File: config.mk
export PLATFORM = sky130hd
export DESIGN_NAME = key_click_long_press_detector
export DESIGN_NICKNAME = d
export VERILOG_FILES = /design/src/hdl/kclp_pkg.sv /design/src/hdl/kclp_core.sv /design/src/hdl/kclp_out_queue.sv /design/src/hdl/key_click_long_press_detector.sv
export SDC_FILE = /design/constraint.sdc
export NUM_CORES = 1
export LEC_CHECK = 0
export BUFFER_PORTS_ARGS = -buffer_cell sky130_fd_sc_hd__buf_2
export CELL_PAD_IN_SITES_DETAIL_PLACEMENT = 0
export CELL_PAD_IN_SITES_GLOBAL_PLACEMENT = 1
export CORE_AREA = 2 2 81 91
export DETAILED_ROUTE_END_ITERATION = 7
export DIE_AREA = 0 0 83 93
export GPL_ROUTABILITY_DRIVEN = 0
export PLACE_DENSITY_LB_ADDON = 0.1
export SKIP_CTS_REPAIR_TIMING = 1
export SLEW_MARGIN = 10
export SYNTH_ARGS = -nofsm -noshare
export SYNTH_HDL_FRONTEND = slang
export SYNTH_SLANG_ARGS = --single-unit
File: constraint.sdc
create_clock -name clock -period 4.4 [get_ports clock]
set_input_delay 0.66 -clock clock [delete_from_list [all_inputs] [get_ports clock]]
set_output_delay 0.66 -clock clock [all_outputs]
set_load 0.01 [all_outputs]
File: src/hdl/kclp_pkg.sv
package kclp_pkg;

   localparam int COUNT_BITS_DEFAULT = 16;
   localparam int LIMIT_BITS = 16;
   localparam int CSR_INDEX_BITS = 2;
   localparam int CLICK_MIN_TICKS = 2;
   localparam logic [LIMIT_BITS-1:0] LONG_PRESS_RESET = 16'd100;

   typedef enum logic [CSR_INDEX_BITS-1:0] {
      CSR_MODE       = 2'd0,
      CSR_LONG_PRESS = 2'd1
   } csr_index_type;

   typedef enum logic {
      MODE_KEY   = 1'b0,
      MODE_CHECK = 1'b1
   } mode_type;

   typedef enum logic [2:0] {
      EV_NONE  = 3'd0,
      EV_CLICK = 3'd1,
      EV_LONG  = 3'd2,
      EV_UP    = 3'd3,
      EV_DOWN  = 3'd4
   } event_type;

   typedef struct packed {
      logic wait_release;
      logic present_flag;
   } flags_type;

endpackage

File: src/hdl/kclp_core.sv
module kclp_core
   import kclp_pkg::*;
#(
   parameter int COUNT_BITS = COUNT_BITS_DEFAULT
) (
   input  mode_type                  mode,
   input  logic [LIMIT_BITS-1:0]     long_press_ticks,
   input  logic                      key_level,
   input  logic [COUNT_BITS-1:0]     held_ticks,
   input  flags_type                 flags,
   output logic [COUNT_BITS-1:0]     held_ticks_next,
   output flags_type                 flags_next,
   output event_type                 event_res
);

   localparam int CMP_BITS = (COUNT_BITS > LIMIT_BITS) ? COUNT_BITS : LIMIT_BITS;

   logic [COUNT_BITS-1:0] held_inc;
   logic [COUNT_BITS-1:0] held_chk;
   logic                  over_limit;

   // saturating increment
   assign held_inc = (held_ticks == {COUNT_BITS{1'b1}}) ? held_ticks
                                                         : held_ticks + COUNT_BITS'(1);
   assign over_limit = CMP_BITS'(held_inc) > CMP_BITS'(long_press_ticks);
   // check mode: a pending wait eats the first disagreement instead of counting
   assign held_chk = flags.wait_release ? held_ticks : held_inc;

   always_comb begin
      held_ticks_next = held_ticks;
      flags_next      = flags;
      event_res       = EV_NONE;
      case (mode)
         MODE_KEY: begin
            if (key_level) begin
               if (!flags.wait_release) begin
                  if (over_limit) begin
                     flags_next.wait_release = 1'b1;
                     held_ticks_next         = '0;
                     event_res               = EV_LONG;
                  end else begin
                     held_ticks_next = held_inc;
                  end
               end
            end else if (flags.wait_release) begin
               flags_next.wait_release = 1'b0;
               held_ticks_next         = '0;
            end else if (held_ticks >= COUNT_BITS'(CLICK_MIN_TICKS)) begin
               flags_next.wait_release = 1'b1;
               held_ticks_next         = '0;
               event_res               = EV_CLICK;
            end
         end
         MODE_CHECK: begin
            if (key_level != flags.present_flag) begin
               flags_next.wait_release = 1'b0;
               if (held_chk >= COUNT_BITS'(CLICK_MIN_TICKS)) begin
                  held_ticks_next         = '0;
                  flags_next.present_flag = key_level;
                  event_res               = key_level ? EV_UP : EV_DOWN;
               end else begin
                  held_ticks_next = held_chk;
               end
            end
         end
         default: begin
            held_ticks_next = held_ticks;
         end
      endcase
   end

endmodule

File: src/hdl/kclp_out_queue.sv
module kclp_out_queue
   import kclp_pkg::*;
(
   input  logic       clock,
   input  logic       reset,
   input  logic       push,
   input  event_type  push_event,
   output logic       has_room,
   output logic       rsp_valid,
   input  logic       rsp_ready,
   output event_type  rsp_event
);

   logic [1:0] count_ff;
   logic [1:0] count_in;
   event_type  head_ff;
   event_type  head_in;
   event_type  skid_ff;
   event_type  skid_in;
   logic       pop;

   assign rsp_valid = (count_ff != 2'd0);
   assign rsp_event = head_ff;
   assign pop       = rsp_valid && rsp_ready;
   assign has_room  = (count_ff != 2'd2) || pop;

   always_comb begin
      count_in = count_ff;
      head_in  = head_ff;
      skid_in  = skid_ff;
      if (pop && push) begin
         if (count_ff == 2'd2) begin
            head_in = skid_ff;
            skid_in = push_event;
         end else begin
            head_in = push_event;
         end
      end else if (pop) begin
         head_in  = skid_ff;
         count_in = count_ff - 2'd1;
      end else if (push) begin
         if (count_ff == 2'd0) begin
            head_in = push_event;
         end else begin
            skid_in = push_event;
         end
         count_in = count_ff + 2'd1;
      end
   end

   always_ff @(posedge clock) begin
      if (reset) begin
         count_ff <= 2'd0;
      end else begin
         count_ff <= count_in;
      end
      head_ff <= head_in;
      skid_ff <= skid_in;
   end

endmodule

File: src/hdl/key_click_long_press_detector.sv
// Key click / long press detector. One sampled key level goes in per item and one event
// code comes out per item (0 none, 1 click, 2 long press, 3 up, 4 down). Mode 0 counts
// held ticks and reports a long press once the count exceeds long_press_ticks, or a click
// on release after two or more held ticks; mode 1 flips a presence flag after two ticks
// of disagreement and reports up or down. An item is taken every cycle while the result
// queue has room; its event passes from the input register through the state update into
// a two-entry result queue, which keeps the input side moving while a result waits. Write
// configuration only while the block is idle.
module key_click_long_press_detector
   import kclp_pkg::*;
#(
   parameter int COUNT_BITS = COUNT_BITS_DEFAULT
) (
   input  logic                      clock,
   input  logic                      reset,
   input  logic                      req_valid,
   output logic                      req_ready,
   input  logic                      req_key_level,
   output logic                      rsp_valid,
   input  logic                      rsp_ready,
   output logic [2:0]                rsp_event_res,
   input  logic                      csr_valid,
   output logic                      csr_ready,
   input  logic [CSR_INDEX_BITS-1:0] csr_index,
   input  logic [LIMIT_BITS-1:0]     csr_data
);

   mode_type              mode_ff;
   logic [LIMIT_BITS-1:0] long_press_ff;
   logic                  in_valid_ff;
   logic                  in_level_ff;
   logic [COUNT_BITS-1:0] held_ticks_ff;
   logic [COUNT_BITS-1:0] held_ticks_in;
   flags_type             flags_ff;
   flags_type             flags_in;
   event_type             step_event;
   event_type             out_event;
   logic                  has_room;
   logic                  move;

   assign csr_ready = 1'b1;
   assign move      = in_valid_ff && has_room;
   assign req_ready = !in_valid_ff || has_room;

   always_ff @(posedge clock) begin
      if (reset) begin
         mode_ff       <= MODE_KEY;
         long_press_ff <= LONG_PRESS_RESET;
      end else if (csr_valid && csr_ready) begin
         case (csr_index_type'(csr_index))
            CSR_MODE:       mode_ff       <= mode_type'(csr_data[0]);
            CSR_LONG_PRESS: long_press_ff <= csr_data;
            default:        ;
         endcase
      end
   end

   always_ff @(posedge clock) begin
      if (reset) begin
         in_valid_ff <= 1'b0;
      end else if (req_ready) begin
         in_valid_ff <= req_valid;
      end
      if (req_valid && req_ready) begin
         in_level_ff <= req_key_level;
      end
   end

   kclp_core #(
      .COUNT_BITS (COUNT_BITS)
   ) u_core (
      .mode             (mode_ff),
      .long_press_ticks (long_press_ff),
      .key_level        (in_level_ff),
      .held_ticks       (held_ticks_ff),
      .flags            (flags_ff),
      .held_ticks_next  (held_ticks_in),
      .flags_next       (flags_in),
      .event_res        (step_event)
   );

   always_ff @(posedge clock) begin
      if (reset) begin
         held_ticks_ff <= '0;
         flags_ff      <= '0;
      end else if (move) begin
         held_ticks_ff <= held_ticks_in;
         flags_ff      <= flags_in;
      end
   end

   kclp_out_queue u_out_queue (
      .clock      (clock),
      .reset      (reset),
      .push       (move),
      .push_event (step_event),
      .has_room   (has_room),
      .rsp_valid  (rsp_valid),
      .rsp_ready  (rsp_ready),
      .rsp_event  (out_event)
   );

   assign rsp_event_res = out_event;

`ifndef SYNTH
   a_long_sets_wait: assert property (@(posedge clock) disable iff (reset)
      (move && step_event == EV_LONG) |=> (flags_ff.wait_release && held_ticks_ff == '0))
      else $error("long press did not enter wait state");

   a_event_clears_count: assert property (@(posedge clock) disable iff (reset)
      (move && step_event != EV_NONE) |=> (held_ticks_ff == '0))
      else $error("counter not cleared after event");

   a_full_queue_keeps_valid: assert property (@(posedge clock) disable iff (reset)
      (!has_room) |=> rsp_valid)
      else $error("result lost from full queue");

   a_no_move_holds_state: assert property (@(posedge clock) disable iff (reset)
      (!move) |=> ($stable(held_ticks_ff) && $stable(flags_ff)))
      else $error("state changed without an item");
`endif

endmodule

==> flow_summary.ini <==
[route]
drc_errors = 0
drt_iter0_markers = 176
ant_nets = 0
post_drt_wl_per_cell_um = 15.5
via_count = 2564
viasPerCell = 5.54
drt_first_pass_iters = 5
wirelength_um = 7160

[grt]
grt_pass1_vias = 2408
grt-ovfl-total = 0
grt_max_degree = 30
grt_pass1_wl_um = 12200
antenna_found_initial = 0
grt_usage = 0.193

[synthesis]
synth.most_common_cell = nand2_1
synth_area_leaders = dfxtp_1 (26%), edfxtp_1 (7.1%), ha_1 (6.7%)
synth_commonest_cells = nand2_1 (47), dfxtp_1 (38), a21oi_1 (31)
synth-seq-cells = 45
synth-main-ff-cell = dfxtp_1
postSynth.asyncResetShare = 0
postSynthCellCount = 360
netlist_area_um2 = 2970
syn-num-nets = 400
yosysWarnings = 0
synth_top_area_frac = 0.256
ys_types = 63
avgSynthCellArea_um2 = 8.26
yosys.area.top_type = dfxtp_1
synth_enable_flop_cells = 7
ys_seq_area_frac = 0.326

[power]
p_leak_nw = 1.27
power_density_nw_per_um2 = 255
ir_worst_vdd_mv = 0.125

[final_layout]
layout-drive-gt1-share = 0.143
syn2layout_area_growth_pct = 8.79
utilization = 0.473
final_nets = 417
antenna_cells = 0

[clock_network]
htree_levels = 2
clk_pin_slew_ns = 0.09
clock-sinks = 45
cts_made_buffers = 5
clk_latency_ns = 0.29
cts_max_path_buffers = 2
clockRootBuffer = clkbuf_8
cts_tree = done

[floorplanning]
core_um2 = 6850
fp.dieH_um = 93
die-area_um2 = 7720
start_util = 0.434
fp.dieW_um = 83
num_rows = 32
io_pins = 30

[worst_setup_path]
path_buf_inv = 2
cp.required_ns = 4.64
worst_setup_path_start_kind = flip-flop
cp.arrival_ns = 4.20
cpPeakStageDelay_ns = 0.52
critPathMaxFanout = 10
crit_slowest_cell = dfxtp_1
crit_chain = ha_1 -> and3_1 -> buf_4 -> a31oi_1 -> a31oi_1 -> ha_1 -> and4_1 -> a221o_1 -> a21o_1 -> a211o_1 -> and2_4 -> nor4_4 -> buf_4 -> a22o_1
critical_path_class = reg2reg
end_kind = flip-flop
path_delay_family = compound AO/OA/AOI/OAI gates

[sta]
tns_ns = 0
hold_viol = 0
worst_pin_slew_ns = 0.966
max_freq_ghz = 0.252
slew_headroom = 0.354
timing.final.crit_share = 0.900
final.min_clock_period_ns = 3.96
maxSlewViolCount = 0
setup_viol = 0
rsz0062_at_grt = no
fin_skew_ns = 0.00587

[run]
drv_cap = 0

[hold_path]
hold_path_class = reg2reg

[placement]
io_buffers = 28
dp_hpwl_um = 5440

[outcome]
status = finished clean
[cell families after synthesis]
| group | Yosys count | share of synthesized area |
|---|---|---|
| multiplexers | 10 | 0.0370 |
| XOR/XNOR | 11 | 0.0324 |
| flip-flops | 45 | 0.326 |
| buffers and inverters | 43 | 0.0682 |
| adder cells (fa/ha/maj) | 16 | 0.0673 |
| AND/OR/NAND/NOR | 143 | 0.262 |
| AO/OA/AOI/OAI | 91 | 0.205 |
| other | 1 | 0.00126 |
[worst paths after layout]
kind / to / startpoint / cells past startpoint / slack [ns]
max: held_ticks_ff[6] / held_ticks_ff[1] / 14 / 0.44
min reg2reg: long_press_ff[8] / long_press_ff[8] / 2 / 0.46
max reg2reg: held_ticks_ff[6] / held_ticks_ff[1] / 14 / 0.44
min: long_press_ff[8] / long_press_ff[8] / 2 / 0.46
[layout by cell type (no fill, tap or decap), types with 8 or more instances in the layout]
cell type,netlist,layout
a22o_1,12,12
nand2_1,47,47
nor2b_1,8,8
nor2_1,19,18
o21ai_0,8,8
buf_2,5,28
inv_1,22,22
dfxtp_1,38,38
a21oi_1,31,31
ha_1,16,16
nand3_1,15,15
xnor2_1,9,9
[state kept, by name, indices dropped and copies added (netlist names)]
| name | count |
|---|---|
| held_ticks_ff | 16 |
| long_press_ff | 16 |
| u_out_queue.rsp_event | 3 |
| u_out_queue.skid_ff | 3 |
| flags_ff | 2 |
| u_out_queue.count_ff | 2 |
| in_level_ff | 1 |
| in_valid_ff | 1 |
| mode_ff | 1 |
[per-stage QoR]
step	worst slack [ns]	hold slack, ns	instances	power, mW	instance area, µm²
after floorplan	0.728	0.436	360	0.495	2970
after global placement	0.552	0.444	455	0.520	3120
after detailed placement	0.429	0.450	455	0.521	3120
after CTS	0.360	0.463	463	0.837	3230
after global routing	0.0852	0.490	463	0.864	3240
final	0.439	0.461	463	0.826	3240
[per-layer routing]
layer  track usage  up-vias  routed length [µm]
met5             0        -                   0
met3        0.0256       12                 231
met2         0.315       60                3210
li1              -     1336                   -
met1         0.267     1156                3600
met4        0.0628        0                 119
[power by group]
part | switching (mW) | total, mW | internal (mW)
Clock | 0.147 | 0.314 | 0.167
Sequential | 0.00880 | 0.436 | 0.427
Combinational | 0.0443 | 0.0757 | 0.0315
Total | 0.200 | 0.826 | 0.626
[worst reg2reg max path, stage by stage (launching register included)]
cell and delay, ns:
dfxtp_1 0.52, ha_1 0.28, and3_1 0.27, buf_4 0.19, a31oi_1 0.10, a31oi_1 0.37, ha_1 0.33, and4_1 0.21
a221o_1 0.35, a21o_1 0.15, a211o_1 0.30, and2_4 0.17, nor4_4 0.30, buf_4 0.24, a22o_1 0.14
[final cells by class]
| type | count | area (µm²) |
|---|---|---|
| repair buffers | 31 | 163 |
| flip-flops and latches | 45 | 971 |
| fillers | 726 | 3610 |
| multi-input cells | 272 | 1800 |
| inverters | 22 | 82.6 |
| clock inverters | 3 | 41.3 |
| well taps | 85 | 106 |
| clock buffers | 5 | 68.8 |
No activity file was read; power rests on OpenSTA's default activity.
